### src/rtl/sli_pkg.sv
// Shared types, microcode fields and the control program of the sorted list block.
package sli_pkg;

    localparam int UPC_W = 5;

    // Result status codes.
    typedef enum logic [2:0] {
        ST_INSERTED  = 3'd0,
        ST_FULL      = 3'd1,
        ST_DELETED   = 3'd2,
        ST_NOT_FOUND = 3'd3,
        ST_EMPTY     = 3'd4
    } status_t;

    typedef enum logic [0:0] {
        ACT_INSERT = 1'b0,
        ACT_DELETE = 1'b1
    } action_t;

    typedef struct packed {
        logic              action;
        logic signed [7:0] value;
    } cmd_t;

    typedef struct packed {
        logic [2:0]        status;
        logic [4:0]        entry_count;
        logic signed [7:0] smallest_value;
    } result_t;

    // Jump conditions evaluated by the sequencer.
    typedef enum logic [3:0] {
        COND_NEXT,
        COND_ALWAYS,
        COND_ACT,
        COND_FULL,
        COND_EMPTY,
        COND_POS_EQ_CNT,
        COND_VAL_LE_RD,
        COND_K_EQ_POS,
        COND_RD_EQ_VAL,
        COND_K1_EQ_CNT
    } cond_t;

    typedef enum logic [1:0] {
        ADDR_POS,
        ADDR_K_DN,
        ADDR_K_UP,
        ADDR_ZERO
    } addr_sel_t;

    typedef enum logic [1:0] {
        WR_NONE,
        WR_K_RDATA,
        WR_POS_VAL
    } wr_sel_t;

    typedef enum logic [0:0] {
        POS_HOLD,
        POS_INC
    } pos_op_t;

    typedef enum logic [2:0] {
        K_HOLD,
        K_LOAD_CNT,
        K_LOAD_POS,
        K_DEC,
        K_INC
    } k_op_t;

    typedef enum logic [1:0] {
        CNT_HOLD,
        CNT_INC,
        CNT_DEC
    } cnt_op_t;

    // One control word of the program.
    typedef struct packed {
        cond_t            cond;
        logic [UPC_W-1:0] target;
        logic             rd_en;
        addr_sel_t        rd_sel;
        wr_sel_t          wr_sel;
        pos_op_t          pos_op;
        k_op_t            k_op;
        cnt_op_t          cnt_op;
        logic             st_load;
        status_t          st_val;
        logic             done;
    } uword_t;

    // Datapath conditions seen by the sequencer.
    typedef struct packed {
        logic act;
        logic full;
        logic empty;
        logic pos_eq_cnt;
        logic val_le_rd;
        logic k_eq_pos;
        logic rd_eq_val;
        logic k1_eq_cnt;
    } flags_t;

    // Program step addresses.
    localparam logic [UPC_W-1:0] U_DISPATCH = 5'd0;
    localparam logic [UPC_W-1:0] U_I_CHECK  = 5'd1;
    localparam logic [UPC_W-1:0] U_I_SCAN   = 5'd2;
    localparam logic [UPC_W-1:0] U_I_CMP    = 5'd3;
    localparam logic [UPC_W-1:0] U_I_STEP   = 5'd4;
    localparam logic [UPC_W-1:0] U_I_OPEN   = 5'd5;
    localparam logic [UPC_W-1:0] U_I_SHIFT  = 5'd6;
    localparam logic [UPC_W-1:0] U_I_MOVE   = 5'd7;
    localparam logic [UPC_W-1:0] U_I_PUT    = 5'd8;
    localparam logic [UPC_W-1:0] U_I_FULL   = 5'd9;
    localparam logic [UPC_W-1:0] U_D_CHECK  = 5'd10;
    localparam logic [UPC_W-1:0] U_D_SCAN   = 5'd11;
    localparam logic [UPC_W-1:0] U_D_CMP    = 5'd12;
    localparam logic [UPC_W-1:0] U_D_STEP   = 5'd13;
    localparam logic [UPC_W-1:0] U_D_CLOSE  = 5'd14;
    localparam logic [UPC_W-1:0] U_D_SHIFT  = 5'd15;
    localparam logic [UPC_W-1:0] U_D_MOVE   = 5'd16;
    localparam logic [UPC_W-1:0] U_D_DROP   = 5'd17;
    localparam logic [UPC_W-1:0] U_D_MISS   = 5'd18;
    localparam logic [UPC_W-1:0] U_D_EMPTY  = 5'd19;
    localparam logic [UPC_W-1:0] U_FETCH    = 5'd20;
    localparam logic [UPC_W-1:0] U_REPORT   = 5'd21;

    // Control store. Unused addresses hold a word that only sets done.
    function automatic uword_t ucode_rom(input logic [UPC_W-1:0] addr);
        uword_t w;
        w = '0;
        unique case (addr)
            U_DISPATCH: begin
                w.cond   = COND_ACT;
                w.target = U_D_CHECK;
            end
            U_I_CHECK: begin
                w.cond   = COND_FULL;
                w.target = U_I_FULL;
            end
            U_I_SCAN: begin
                w.cond   = COND_POS_EQ_CNT;
                w.target = U_I_OPEN;
                w.rd_en  = 1'b1;
                w.rd_sel = ADDR_POS;
            end
            U_I_CMP: begin
                w.cond   = COND_VAL_LE_RD;
                w.target = U_I_OPEN;
            end
            U_I_STEP: begin
                w.cond   = COND_ALWAYS;
                w.target = U_I_SCAN;
                w.pos_op = POS_INC;
            end
            U_I_OPEN: begin
                w.k_op = K_LOAD_CNT;
            end
            U_I_SHIFT: begin
                w.cond   = COND_K_EQ_POS;
                w.target = U_I_PUT;
                w.rd_en  = 1'b1;
                w.rd_sel = ADDR_K_DN;
            end
            U_I_MOVE: begin
                w.cond   = COND_ALWAYS;
                w.target = U_I_SHIFT;
                w.wr_sel = WR_K_RDATA;
                w.k_op   = K_DEC;
            end
            U_I_PUT: begin
                w.cond    = COND_ALWAYS;
                w.target  = U_FETCH;
                w.wr_sel  = WR_POS_VAL;
                w.cnt_op  = CNT_INC;
                w.st_load = 1'b1;
                w.st_val  = ST_INSERTED;
            end
            U_I_FULL: begin
                w.cond    = COND_ALWAYS;
                w.target  = U_FETCH;
                w.st_load = 1'b1;
                w.st_val  = ST_FULL;
            end
            U_D_CHECK: begin
                w.cond   = COND_EMPTY;
                w.target = U_D_EMPTY;
            end
            U_D_SCAN: begin
                w.cond   = COND_POS_EQ_CNT;
                w.target = U_D_MISS;
                w.rd_en  = 1'b1;
                w.rd_sel = ADDR_POS;
            end
            U_D_CMP: begin
                w.cond   = COND_RD_EQ_VAL;
                w.target = U_D_CLOSE;
            end
            U_D_STEP: begin
                w.cond   = COND_ALWAYS;
                w.target = U_D_SCAN;
                w.pos_op = POS_INC;
            end
            U_D_CLOSE: begin
                w.k_op = K_LOAD_POS;
            end
            U_D_SHIFT: begin
                w.cond   = COND_K1_EQ_CNT;
                w.target = U_D_DROP;
                w.rd_en  = 1'b1;
                w.rd_sel = ADDR_K_UP;
            end
            U_D_MOVE: begin
                w.cond   = COND_ALWAYS;
                w.target = U_D_SHIFT;
                w.wr_sel = WR_K_RDATA;
                w.k_op   = K_INC;
            end
            U_D_DROP: begin
                w.cond    = COND_ALWAYS;
                w.target  = U_FETCH;
                w.cnt_op  = CNT_DEC;
                w.st_load = 1'b1;
                w.st_val  = ST_DELETED;
            end
            U_D_MISS: begin
                w.cond    = COND_ALWAYS;
                w.target  = U_FETCH;
                w.st_load = 1'b1;
                w.st_val  = ST_NOT_FOUND;
            end
            U_D_EMPTY: begin
                w.cond    = COND_ALWAYS;
                w.target  = U_FETCH;
                w.st_load = 1'b1;
                w.st_val  = ST_EMPTY;
            end
            U_FETCH: begin
                w.rd_en  = 1'b1;
                w.rd_sel = ADDR_ZERO;
            end
            U_REPORT: begin
                w.done = 1'b1;
            end
            default: begin
                w.done = 1'b1;
            end
        endcase
        return w;
    endfunction

endpackage

### src/rtl/sli_ram.sv
// Generic single-port-write, single-port-read RAM with registered read data.
module sli_ram
    #(
        parameter int WIDTH = 8,
        parameter int DEPTH = 16
    )
    (
        input  logic                     clk,
        input  logic                     we,
        input  logic [$clog2(DEPTH)-1:0] waddr,
        input  logic [WIDTH-1:0]         wdata,
        input  logic                     re,
        input  logic [$clog2(DEPTH)-1:0] raddr,
        output logic [WIDTH-1:0]         rdata
    );

    logic [WIDTH-1:0] mem [DEPTH];
    logic [WIDTH-1:0] rdata_reg;

    always_ff @(posedge clk)
    begin
        if (we)
        begin
            mem[waddr] <= wdata;
        end
    end

    always_ff @(posedge clk)
    begin
        if (re)
        begin
            rdata_reg <= mem[raddr];
        end
    end

    assign rdata = rdata_reg;

endmodule

### src/rtl/sli_sequencer.sv
// Microprogram sequencer: step counter, control store lookup and conditional jumps.
module sli_sequencer
    import sli_pkg::*;
    (
        input  logic   clk,
        input  logic   rst_n,
        input  logic   launch,
        input  flags_t flags,
        output uword_t uw,
        output logic   running
    );

    logic [UPC_W-1:0] upc_reg;
    logic [UPC_W-1:0] upc_next;
    logic             run_reg;
    logic             run_next;
    logic             taken;

    assign uw      = run_reg ? ucode_rom(upc_reg) : '0;
    assign running = run_reg;

    always_comb
    begin
        unique case (uw.cond)
            COND_NEXT:       taken = 1'b0;
            COND_ALWAYS:     taken = 1'b1;
            COND_ACT:        taken = flags.act;
            COND_FULL:       taken = flags.full;
            COND_EMPTY:      taken = flags.empty;
            COND_POS_EQ_CNT: taken = flags.pos_eq_cnt;
            COND_VAL_LE_RD:  taken = flags.val_le_rd;
            COND_K_EQ_POS:   taken = flags.k_eq_pos;
            COND_RD_EQ_VAL:  taken = flags.rd_eq_val;
            COND_K1_EQ_CNT:  taken = flags.k1_eq_cnt;
            default:         taken = 1'b0;
        endcase
    end

    always_comb
    begin
        upc_next = upc_reg;
        run_next = run_reg;
        priority if (launch)
        begin
            upc_next = U_DISPATCH;
            run_next = 1'b1;
        end
        else if (run_reg)
        begin
            upc_next = taken ? uw.target : upc_reg + UPC_W'(1);
            if (uw.done)
            begin
                run_next = 1'b0;
            end
        end
        else
        begin
            upc_next = upc_reg;
            run_next = run_reg;
        end
    end

    always_ff @(posedge clk or negedge rst_n)
    begin
        if (!rst_n)
        begin
            upc_reg <= '0;
            run_reg <= 1'b0;
        end
        else
        begin
            upc_reg <= upc_next;
            run_reg <= run_next;
        end
    end

endmodule

### src/rtl/sli_datapath.sv
// Datapath of the sorted list: entry memory, pointers, count and result register.
module sli_datapath
    import sli_pkg::*;
    #(
        parameter int CAPACITY = 16
    )
    (
        input  logic    clk,
        input  logic    rst_n,
        input  logic    launch,
        input  cmd_t    cmd,
        input  uword_t  uw,
        output flags_t  flags,
        output logic    done,
        output result_t result
    );

    localparam int CW = $clog2(CAPACITY + 1);
    localparam int IW = $clog2(CAPACITY);
    localparam int XW = CW + 5;

    logic signed [7:0] val_reg;
    logic              act_reg;
    logic [CW-1:0]     pos_reg;
    logic [CW-1:0]     pos_next;
    logic [CW-1:0]     k_reg;
    logic [CW-1:0]     k_next;
    logic [CW-1:0]     cnt_reg;
    logic [CW-1:0]     cnt_next;
    status_t           status_reg;
    logic              done_reg;
    result_t           result_reg;

    logic [CW-1:0]     k_dn;
    logic [CW-1:0]     k_up;
    logic [XW-1:0]     cnt_ext;
    logic [IW-1:0]     raddr;
    logic [IW-1:0]     waddr;
    logic [7:0]        wdata;
    logic              we;
    logic [7:0]        rdata;
    logic signed [7:0] rdata_s;

    assign k_dn    = k_reg - CW'(1);
    assign k_up    = k_reg + CW'(1);
    assign cnt_ext = XW'(cnt_reg);
    assign rdata_s = $signed(rdata);

    always_comb
    begin
        unique case (uw.rd_sel)
            ADDR_POS:  raddr = pos_reg[IW-1:0];
            ADDR_K_DN: raddr = k_dn[IW-1:0];
            ADDR_K_UP: raddr = k_up[IW-1:0];
            ADDR_ZERO: raddr = '0;
            default:   raddr = '0;
        endcase
    end

    always_comb
    begin
        we    = 1'b0;
        waddr = k_reg[IW-1:0];
        wdata = rdata;
        unique case (uw.wr_sel)
            WR_NONE:    we = 1'b0;
            WR_K_RDATA: we = 1'b1;
            WR_POS_VAL:
            begin
                we    = 1'b1;
                waddr = pos_reg[IW-1:0];
                wdata = val_reg;
            end
            default:    we = 1'b0;
        endcase
    end

    sli_ram
        #(
            .WIDTH (8),
            .DEPTH (CAPACITY)
        )
        u_ram
        (
            .clk   (clk),
            .we    (we),
            .waddr (waddr),
            .wdata (wdata),
            .re    (uw.rd_en),
            .raddr (raddr),
            .rdata (rdata)
        );

    always_comb
    begin
        flags.act        = act_reg;
        flags.full       = (cnt_reg == CW'(CAPACITY));
        flags.empty      = (cnt_reg == '0);
        flags.pos_eq_cnt = (pos_reg == cnt_reg);
        flags.val_le_rd  = !(val_reg > rdata_s);
        flags.k_eq_pos   = (k_reg == pos_reg);
        flags.rd_eq_val  = (rdata_s == val_reg);
        flags.k1_eq_cnt  = (k_up == cnt_reg);
    end

    always_comb
    begin
        pos_next = pos_reg;
        if (launch)
        begin
            pos_next = '0;
        end
        else if (uw.pos_op == POS_INC)
        begin
            pos_next = pos_reg + CW'(1);
        end
    end

    always_comb
    begin
        unique case (uw.k_op)
            K_HOLD:     k_next = k_reg;
            K_LOAD_CNT: k_next = cnt_reg;
            K_LOAD_POS: k_next = pos_reg;
            K_DEC:      k_next = k_dn;
            K_INC:      k_next = k_up;
            default:    k_next = k_reg;
        endcase
    end

    always_comb
    begin
        unique case (uw.cnt_op)
            CNT_HOLD: cnt_next = cnt_reg;
            CNT_INC:  cnt_next = cnt_reg + CW'(1);
            CNT_DEC:  cnt_next = cnt_reg - CW'(1);
            default:  cnt_next = cnt_reg;
        endcase
    end

    always_ff @(posedge clk or negedge rst_n)
    begin
        if (!rst_n)
        begin
            cnt_reg  <= '0;
            done_reg <= 1'b0;
        end
        else
        begin
            cnt_reg  <= cnt_next;
            done_reg <= uw.done;
        end
    end

    always_ff @(posedge clk)
    begin
        pos_reg <= pos_next;
        k_reg   <= k_next;
        if (launch)
        begin
            val_reg <= cmd.value;
            act_reg <= cmd.action;
        end
        if (uw.st_load)
        begin
            status_reg <= uw.st_val;
        end
        if (uw.done)
        begin
            result_reg.status         <= status_reg;
            result_reg.entry_count    <= cnt_ext[4:0];
            result_reg.smallest_value <= (cnt_reg == '0) ? 8'sd0 : rdata_s;
        end
    end

    assign done   = done_reg;
    assign result = result_reg;

endmodule

### src/rtl/sorted_list_insert_delete_top.sv
// Sorted byte list with insert and delete, run by a microcoded sequencer.
// The steps taken grow with the entries stored and the entries scanned past, for
// inserts and deletes alike; a full list on insert or an empty one on delete ends early.
// done is registered from the done bit of the last step, so it rises in the cycle after it;
// all loops share one RAM read port and one write port. busy covers every step, start is
// taken again in the cycle of done, and the receiver cannot stall. Reset clears the count.
module sorted_list_insert_delete_top
    import sli_pkg::*;
    #(
        parameter int CAPACITY = 16
    )
    (
        input  logic    clk,
        input  logic    rst_n,
        input  logic    start,
        output logic    busy,
        input  cmd_t    cmd,
        output logic    done,
        output result_t result
    );

    // A transaction is taken when start meets an idle sequencer.
    logic   launch;
    logic   running;
    uword_t uw;
    flags_t flags;

    assign launch = start && !running;
    assign busy   = running;

    // The sequencer steps through the control store and decides jumps from the
    // datapath flags; the datapath executes the decoded control word and captures the command at launch.
    sli_sequencer u_seq
        (
            .clk     (clk),
            .rst_n   (rst_n),
            .launch  (launch),
            .flags   (flags),
            .uw      (uw),
            .running (running)
        );

    // The datapath keeps the entries in RAM, the count, and the scan and shift
    // pointers. Its done register drives done for exactly one cycle.
    // Reset clears the entry count, the sequencer and the strobe; stored bytes stay.
    sli_datapath
        #(
            .CAPACITY (CAPACITY)
        )
        u_dp
        (
            .clk    (clk),
            .rst_n  (rst_n),
            .launch (launch),
            .cmd    (cmd),
            .uw     (uw),
            .flags  (flags),
            .done   (done),
            .result (result)
        );

endmodule

### config.mk
export PLATFORM = sky130hd
export DESIGN_NAME = sorted_list_insert_delete_top
export DESIGN_NICKNAME = d
export VERILOG_FILES = /design/src/rtl/sli_pkg.sv /design/src/rtl/sli_ram.sv /design/src/rtl/sli_sequencer.sv /design/src/rtl/sli_datapath.sv /design/src/rtl/sorted_list_insert_delete_top.sv
export SDC_FILE = /design/constraint.sdc
export NUM_CORES = 1
export LEC_CHECK = 0
export BUFFER_PORTS_ARGS = -buffer_cell sky130_fd_sc_hd__buf_2
export CAP_MARGIN = 0
export CORE_MARGIN = 5
export CORE_UTILIZATION = 55
export CTS_CLUSTER_SIZE = 20
export DETAILED_ROUTE_END_ITERATION = 10
export PLACE_DENSITY = 0.75
export SYNTH_ARGS = -nofsm -noshare
export SYNTH_HDL_FRONTEND = slang
export SYNTH_SLANG_ARGS = --single-unit
### constraint.sdc
create_clock -name clk -period 4.32 [get_ports clk]
set_input_delay 0.864 -clock clk [delete_from_list [all_inputs] [get_ports clk]]
set_output_delay 0.864 -clock clk [all_outputs]
set_load 0.02 [all_outputs]
Word level (Yosys, flattened, before mapping)
Memory sizes are Yosys's and may differ from the RTL's. A register that Yosys moved wholly into a read port is not among the register bits. Cells that the tools add are included.

$add $sub $neg: 6. Multipliers: 0. Div/mod/pow operators: 0. $lt $le $gt $ge: 1. Equality and inequality tests: 45. Shift-type cells: 0. Mux-type cells: 24. Bitwise logic cells: 0. Reductions and logical operators: 15.

Operator list (count): $pmux W9 S14 (1); $eq A5 B4 Y1 const B (8); $eq A5 B5 Y1 const B (6); $mux W25 (1); $pmux W3 S4 (2); $reduce_or A21 Y1 (1); $add A5 B1 Y5 const B (4); $eq A5 B3 Y1 const B (4); $pmux W4 S5 (1); $pmux W5 S4 (1); $eq A4 B3 Y1 const B (4); $pmux W4 S4 (1); $eq A5 B5 Y1 (3); $mux W5 (3); $eq A5 B2 Y1 const B (2); $logic_not A5 Y1 (2); $pmux W5 S2 (1); $sub A5 B1 Y5 const B (2); $pmux W1 S9 (1); $eq A2 B2 Y1 const B (4); $eq A4 B2 Y1 const B (2); $eq A4 B4 Y1 const B (2); $eq A8 B8 Y1 (1); $gt A8 B8 Y1 (1); other kinds (17) (33).

Register bits after elaboration: 50. Bits in latches: 0. RAM bits: 128. Bits in read-only memories: 0. Bits of input ports: 12. Output and inout bits: 18. Logic and storage cells: 104. Memories: 1.

Memory list: u_dp.u_ram.mem (depth 16, bits a word 8, read ports 1, clocked after Yosys merged registers in 1, wr ports 1, line sli_ram.sv:17) `logic [WIDTH-1:0] mem [DEPTH];`.

Depth between registers and ports, before layout
Gate-level depths: netlist of run 1.

Word-level depth: 9. Gate-level depth with buffers: 14. Gate-level depth less buffers: 12.

By module
Synthesis of run 1 repeated with hierarchy kept, for this count alone.

Cells, all modules: 661. Area total of the unflattened synthesis: 9080.0 µm².

Modules (own cells, without submodules): sli_ram (instances 1, cells each 229, area an instance 5227.5 µm², seq. area each 4083.9 µm²); sli_datapath (instances 1, cells each 261, area an instance 2680.1 µm², seq. area each 1241.2 µm²); sli_sequencer (instances 1, cells each 170, area an instance 1158.6 µm², seq. area each 150.1 µm²); sorted_list_insert_delete_top (instances 1, cells each 1, area an instance 13.8 µm², seq. area each 0.0 µm²).

Worst setup path after synthesis of run 1
Ideal clock, no wire load.

Path kind: reg2reg. Start point: register u_seq.run_reg, in the netlist u_seq.running. End point: memory u_dp.u_ram.mem[0][1], data pin. Setup time: 0.330 ns. Arrival time: 3.232 ns. Required time: 3.990 ns. Slack: 0.758 ns. Stages on the path, launching flop included: 12. Path buffers: 5. Clock period less this slack: 3.562 ns. Cell sequence: dfrtp_1 -> clkbuf_1 -> clkinv_1 -> nor2_1 -> nand4b_1 -> and2_1 -> clkbuf_1 -> ha_1 -> buf_1 -> clkbuf_1 -> clkbuf_1 -> o21ai_0.

Cells in the longest elaborated chain, start to end: 3.

RTL lines: start: declaration (line sli_sequencer.sv:15) `logic run_reg;`; start signal: assignment (line sli_sequencer.sv:73) `run_reg <= run_next;`; $mux W25 (line sli_sequencer.sv:19) `assign uw = run_reg ? ucode_rom(upc_reg) : '0;`; $eq A2 B2 Y1 (line sli_datapath.sv:65) `unique case (uw.wr_sel)`; $mux W8 (line sli_datapath.sv:65); net u_dp.u_ram.wdata[1] (line sli_ram.sv:11) `input logic [WIDTH-1:0] wdata,`; end: declaration (line sli_ram.sv:17).

The timed path passes the listed nets, and every way through them passes these cells.

Worst setup path after layout of run 1
Start point: register u_seq.upc_reg[0]. End point: register u_dp.u_ram.rdata_reg[2], in the netlist u_dp.u_ram.rdata[2] (read register of u_dp.u_ram.mem), data pin.

Cells in the longest elaborated chain, start to end: 6. Elaborated cells between the ends (all ways): 13. Classes of those cells: eq/ne: 8; mux: 3; reduce/logical: 2.

RTL lines: start: declaration (line sli_sequencer.sv:13) `logic [UPC_W-1:0] upc_reg;`; start signal: assignment (line sli_sequencer.sv:72) `upc_reg <= upc_next;`; $eq A5 B2 Y1 / $eq A5 B4 Y1 (equally long branches) (line sli_pkg.sv:132) `unique case (addr)`; $reduce_or A2 Y1 (no line); $pmux W3 S4 * (line sli_pkg.sv:132); $mux W25 * (line sli_sequencer.sv:19); $eq A2 B2 Y1 (tied with other cells) (line sli_datapath.sv:51) `unique case (uw.rd_sel)`; $pmux W4 S4 (line sli_datapath.sv:51); end: declaration (line sli_ram.sv:18) `logic [WIDTH-1:0] rdata_reg;`.

Every way passes the cells marked *; elsewhere a longest branch is shown, timed or not. A chain may end at the register's enable or synchronous reset.

==> results.md, run 1 <==
* Status: completed
* Core area at 16,500 sq um
* CTS root buf: clkbuf_16
* Worst vdd ir at 351 uV
* Die footprint at 19,300 sq um
* Ports at 30
* Post CTS Setup Buffer Count at 0
* Worst-Margin Slew at 1.23 ns
* Worst hold slack at 0.303 ns
* Multiplexer area fraction after synthesis at 0.0113
* Diodes inserted at 0
* Synth Register Bits at 186
* Total of max-cap violations at 0
* Largest area contributor in the netlist: edfxtp_1
* Max-slew headroom at 0.176
* Critical path class: reg2reg
* Top post-synthesis cells by area: edfxtp_1 (55%), nand2_1 (4.8%), dfrtp_1 (3.3%)
* TritonCTS Sinks at 186
* Period utilization at 0.887
* Layout Nets at 862
* Violation count after the first detailed-route iteration at 779
* Worst path required time at 4.59 ns
* CTS-repair resized insts at 0
* Mapped Area at 9150 sq um
* Initial antenna violation count at 0
* Post-route DRC at 0
* Max Freq at 0.261 GHz
* Filler cells at 1,193
* Leakage power at 3.70 nW
* Area share of and/or/nand/nor cells after synthesis at 0.149
* Layout cell share with drive strength beyond 1 at 0.157
* Routability congestion estimate at 0.978
* Syn_nets at 826
* Crit end category: flip-flop
* Tightest Hold Check Type: in2async
* Fin Setup TNS at 0 ns
* Critical Path AT at 4.11 ns
* Vias in the first global route at 6,307
* Max-slew violation count at 0
* Warnings from Yosys at 0
* Die width at 139 microns
* First-pass GRT wire length at 33,900 microns
* Clock buffer count from CTS at 17
* Hold Fails Final Rpt at 0
* Count leader, synth: edfxtp_1
* Reg2Reg Setup Slack at 0.49 ns
* Largest family of logic cells by synthesized area: simple AND/OR/NAND/NOR gates
* Final worst clock skew at 0.0149 ns
* WL final at 21,200 microns
* Final setup vio count at 0
* Share of synthesized flip-flops with an asynchronous set or reset at 0.0645
* CP Max Fanout at 48
* Chip height at 139 microns
* Pin count of the biggest net entering global routing at 65
* DR vias at 6,567
* Post-DR vias/cell at 6.19
* Initial core utilization at 0.556
* RSZ-0062 raised after global routing: false
* Std cell rows at 47
* Primary FF master, synth: edfxtp_1
* CTS HTree Levels at 4
* Drt pass-1 iters at 8
* Grt total ovfl at 0
* CTS Hold Bufs at 0
* CTS max path bufs at 2
* DPL Wire Length at 14,400 microns
* ANT nets after route at 0
* Port buffer count at 29
* Clock latency on the worst-skew pair at 0.44 ns
* Gr usage total at 0.221
* Synth top cells by count: edfxtp_1 (169), nand2_1 (117), nor2_1 (58)
* Post-Synth XOR/XNOR Area at 0.0239
* CTS tree: built
* CP startpoint kind: flip-flop
* Average wire per cell in the routed design at 20.0 microns
* Pwr per Cell Area at 719 nW/um^2
* EDFF count, synth at 169
* Area growth from synthesis to layout at 13.2%
* Adder-cell share of the synthesized area at 0.0309
* Syn_area_per_cell at 11.6 sq um
* Yosys top cell area share at 0.554
* Final min period at 3.83 ns
* Synth Area in Compound Gates at 0.148
* Post-synth cell types at 78
* Register area share after synthesis at 0.598
* Largest register FFs at 128
* Clock slew at reported path FFs at 0.08 ns
* Cell count after synthesis at 792
==> layout make-up <==
type / instances / area, sq um / share of cell area
clock buffer: 17 / 425 / 0.0411
clock inverter: 15 / 223 / 0.0215
inverter: 29 / 109 / 0.0105
multi-input combinational: 524 / 3360 / 0.324
sequential: 186 / 5480 / 0.529
tap: 220 / 275 / 0.0266
timing repair buffer: 70 / 490 / 0.0474
==> cell usage in the layout, fill, tap and decap left out, types with 4 or more instances in the layout <==
master,Yosys,routed
edfxtp_1,169,169
nand3_1,20,20
and3_1,6,6
a21o_1,4,4
buf_2,7,29
mux2i_1,4,4
and2_1,16,16
nor2b_1,8,8
nand2_1,117,117
dfrtp_1,12,12
clkbuf_16,0,17
o21ai_1,2,7
nor2_1,58,58
o211ai_1,8,8
xnor2_1,14,14
ha_1,21,21
clkinv_8,0,4
xor2_1,11,11
buf_4,5,38
o21ai_0,22,15
nor3_1,9,9
a21oi_1,21,21
nand2b_1,7,7
and2_0,12,12
o31ai_1,4,4
inv_12,0,4
dfxtp_1,5,5
a311o_1,8,8
a211oi_1,35,34
a311oi_1,8,8
a31oi_1,28,28
nand4_1,5,5
inv_8,0,4
a22oi_1,7,7
inv_1,26,26
or2_2,4,4
==> routing by layer <==
layer  vias to the layer above  routed length (microns)  track usage
met3                        66                     1650       0.0545
met5                         -                        0            0
li1                       3013                        -            -
met2                       333                     9800        0.351
met4                         0                      522       0.0767
met1                      3155                     9230        0.301
==> kinds of logic (layout without fill, tap and decap cells) <==
| group | count (synthesis) | count (layout) |
|---|---|---|
| compound gates | 184 | 184 |
| fa+ha+maj | 22 | 22 |
| xor+xnor | 25 | 25 |
| simple gates | 284 | 284 |
| buf+inv | 82 | 131 |
| flops | 186 | 186 |
| mux | 9 | 9 |
==> per-stage QoR <==
| stage | instance area (sq um) | worst slack, ns | utilization | power [mW] | instances |
|---|---|---|---|---|---|
| 6_report | 10400 | 0.486 | 0.629 | 7.45 | 1061 |
| 5_1_grt | 10400 | 0.263 | 0.629 | 7.86 | 1061 |
| 4_1_cts | 10400 | 0.515 | 0.629 | 7.43 | 1061 |
| 3_5_place_dp | 9710 | 0.640 | 0.589 | 5.76 | 1029 |
| 3_3_place_gp | 9710 | 0.780 | 0.589 | 5.67 | 1029 |
| 2_1_floorplan | 9150 | 0.758 | - | 4.82 | 792 |
==> final timing paths <==
path                                                        from                            end  depth (start not counted)
worst min register to register  u_dp.status_reg[2]$_SDFFCE_PN0P_      u_dp.result[15]$_DFFE_PP_                          0
worst min-delay path                                       rst_n        u_seq.running$_DFF_PN0_                          1
max in group asynchronous                                  rst_n    u_dp.cnt_reg[1]$_DFFE_PN0P_                          1
min in group clk                u_dp.status_reg[2]$_SDFFCE_PN0P_      u_dp.result[15]$_DFFE_PP_                          0
worst max-delay path                u_seq.upc_reg[0]$_DFFE_PN0P_  u_dp.u_ram.rdata[2]$_DFFE_PP_                         11
worst max register to register      u_seq.upc_reg[0]$_DFFE_PN0P_  u_dp.u_ram.rdata[2]$_DFFE_PP_                         11
==> power by group <==
part / internal (mW) / switching (mW)
Combinational: 1.15 / 2.03
Sequential: 2.42 / 0.183
Clock: 0.864 / 0.802
==> worst max-delay path, cell delays in order (launching register included) <==
cell and delay, ns:
dfrtp_1 0.45, inv_1 0.14, ha_1 0.49, nand2b_1 0.28, a211oi_2 0.42, xor2_1 0.34
a32o_2 0.55, buf_12 0.29, nand2_1 0.09, a311oi_1 0.31, a211oi_1 0.09, a31oi_1 0.18
(Power assumes the default switching activity.)
==> inputs of run 2 (changes only) <==
--- a/config.mk
+++ b/config.mk
@@ -7,11 +7,13 @@
 export LEC_CHECK = 0
 export BUFFER_PORTS_ARGS = -buffer_cell sky130_fd_sc_hd__buf_2
 export CAP_MARGIN = 0
+export CELL_PAD_IN_SITES_DETAIL_PLACEMENT = 1
+export CELL_PAD_IN_SITES_GLOBAL_PLACEMENT = 1
 export CORE_MARGIN = 5
-export CORE_UTILIZATION = 55
+export CORE_UTILIZATION = 51
 export CTS_CLUSTER_SIZE = 20
 export DETAILED_ROUTE_END_ITERATION = 10
-export PLACE_DENSITY = 0.75
+export PLACE_DENSITY = 0.83
 export SYNTH_ARGS = -nofsm -noshare
 export SYNTH_HDL_FRONTEND = slang
 export SYNTH_SLANG_ARGS = --single-unit
==> run 2 against run 1 <==
Sequential power barely moved. Die area rose by 7.3%. Largest cell class unchanged. Non-clock buffer count rose by 7. Cell count rose by 1.5%. Clock skew fell by 0.0029 ns.
==> results.md, run 2 (synthesis gave the netlist of run 1 again) <==
* CTS max path bufs at 2
* Area occupied by multi-input gates at 3360 sq um
* Final worst clock skew at 0.0120 ns
* Placed cells at 1,044
* Chip height at 144 microns
* Reg2Reg Setup Slack at 0.29 ns
* Max-slew headroom at 0.246
* Status: completed
* Layout cell share with drive strength beyond 1 at 0.163
* Family with the most delay on the worst path: compound AO/OA/AOI/OAI gates
* Post-route DRC at 0
* Initial antenna violation count at 0
* Area growth from synthesis to layout at 13.4%
* Pin count of the biggest net entering global routing at 49
* Crit end category: flip-flop
* Stages on the worst setup path at 11
* CTS-repair resized insts at 0
* Reg2reg end: u_dp.u_ram.rdata[7]$_DFFE_PP_
* Most common library cell in the layout ignoring fill and taps: edfxtp_1
* Critical R2R Launch: u_seq.upc_reg[0]$_DFFE_PN0P_
* Post-DR vias/cell at 6.38
* Crit-path slowest cell: a32o_2
* Clock slew at reported path FFs at 0.07 ns
* Final min period at 4.03 ns
* Worst path required time at 4.56 ns
* Max Freq at 0.248 GHz
* CTS HTree Levels at 4
* Final setup vio count at 0
* Filler cells at 1,865
* CTS Hold Bufs at 0
* DPL Wire Length at 17,500 microns
* Ports at 30
* Initial core utilization at 0.513
* Post CTS Setup Buffer Count at 0
* Crit path cell chain: inv_1 -> ha_1 -> nand2b_1 -> a211oi_2 -> xor2_1 -> a32o_2 -> buf_12 -> nand2_1 -> a31oi_1 -> a211oi_1 -> a31oi_1
* CP startpoint kind: flip-flop
* Critical path's largest stage delay at 0.52 ns
* Drt pass-1 iters at 5
* Seq. cell area at 5480 sq um
* Worst-Margin Slew at 1.13 ns
* Critical path class: reg2reg
* Core area at 17,800 sq um
* Largest register FFs at 128
* Pwr per Cell Area at 736 nW/um^2
* Die footprint at 20,700 sq um
* First-pass GRT wire length at 41,200 microns
* Grt total ovfl at 0
* Port buffer count at 29
* RSZ-0062 raised after global routing: false
* DR vias at 6,870
* Clock latency on the worst-skew pair at 0.46 ns
* Leakage power at 3.72 nW
* End of the critical path: u_dp.u_ram.rdata[7]$_DFFE_PP_
* Critical path buffers and inverters at 2
* TritonCTS Sinks at 186
* Vias in the first global route at 7,140
* Violation count after the first detailed-route iteration at 769
* Layout Nets at 869
* Tightest Hold Check Type: in2async
* Most frequent cells in the layout: edfxtp_1 (169), nand2_1 (117), nor2_1 (58), buf_4 (45), a211oi_1 (34)
* Clock buffer count from CTS at 17
* Routability congestion estimate at 0.911
* Std cell rows at 49
* Diodes inserted at 0
* CP Max Fanout at 48
* ANT nets after route at 0
* FF-to-FF path depth at 11
* Total of max-cap violations at 0
* Worst setup startpoint: u_seq.upc_reg[0]$_DFFE_PN0P_
* Critical Path AT at 4.27 ns
* Critical Path Most Common Cell: a31oi_1
* Die width at 144 microns
* Average wire per cell in the routed design at 24.6 microns
* Max-slew violation count at 0
* Period utilization at 0.933
* CTS root buf: clkbuf_16
* Hold Fails Final Rpt at 0
* Gr usage total at 0.264
* Worst vdd ir at 548 uV
* Fin Setup TNS at 0 ns
* Layout Cells excl Fill at 1,077
* CTS tree: built
* WL final at 26,500 microns
-- run 2: worst register-to-register path: stages, from the launching register on --
cell and delay (ns):
dfrtp_1 0.46, inv_1 0.15, ha_1 0.47, nand2b_1 0.28, a211oi_2 0.42, xor2_1 0.33
a32o_2 0.52, buf_12 0.30, nand2_1 0.12, a31oi_1 0.31, a211oi_1 0.13, a31oi_1 0.32
-- run 2: metal layers --
layer	GRT usage	up-vias	share of wire
li1	-	3035	-
met1	0.350	3434	0.41
met2	0.424	338	0.48
met3	0.0686	63	0.078
met4	0.0937	0	0.028
met5	0	-	0
-- run 2: worst min path at each step --
stage	startpoint	slack, ns	cells past startpoint	to
4_1_cts	rst_n	0.29	1	u_dp.cnt_reg[0]$_DFFE_PN0P_
2_1_floorplan	u_dp.status_reg[0]$_SDFFCE_PN0P_	0.40	0	u_dp.result[13]$_DFFE_PP_
3_3_place_gp	u_dp.status_reg[1]$_SDFFCE_PN0P_	0.41	0	u_dp.result[14]$_DFFE_PP_
6_report	rst_n	0.29	1	u_dp.cnt_reg[0]$_DFFE_PN0P_
5_1_grt	rst_n	0.31	1	u_dp.cnt_reg[1]$_DFFE_PN0P_
3_5_place_dp	u_dp.status_reg[2]$_SDFFCE_PN0P_	0.41	0	u_dp.result[15]$_DFFE_PP_
-- run 2: through the flow --
stage	hold slack [ns]	worst slack [ns]	instance area (sq um)	total power, mW	util
after floorplan	0.400	0.758	9150	4.82	-
after global placement	0.408	0.757	9750	5.72	0.546
after detailed placement	0.409	0.517	9750	5.92	0.546
after CTS	0.288	0.320	10400	7.62	0.581
after global routing	0.308	0.103	10400	8.02	0.582
final	0.293	0.290	10400	7.64	0.582
-- run 2: area by class of cell --
type                       instances  area share
clock inverter                    15      0.0189
inverter                          29      0.0105
tap                              229      0.0276
timing repair buffer              77      0.0509
clock buffer                      17      0.0410
sequential                       186       0.528
multi-input combinational        524       0.323
-- run 2: report_power, final --
part / internal, mW / switching, mW / leakage (nW)
Clock: 0.840 / 0.792 / 0.304
Sequential: 2.43 / 0.208 / 1.72
Combinational: 1.17 / 2.21 / 1.69
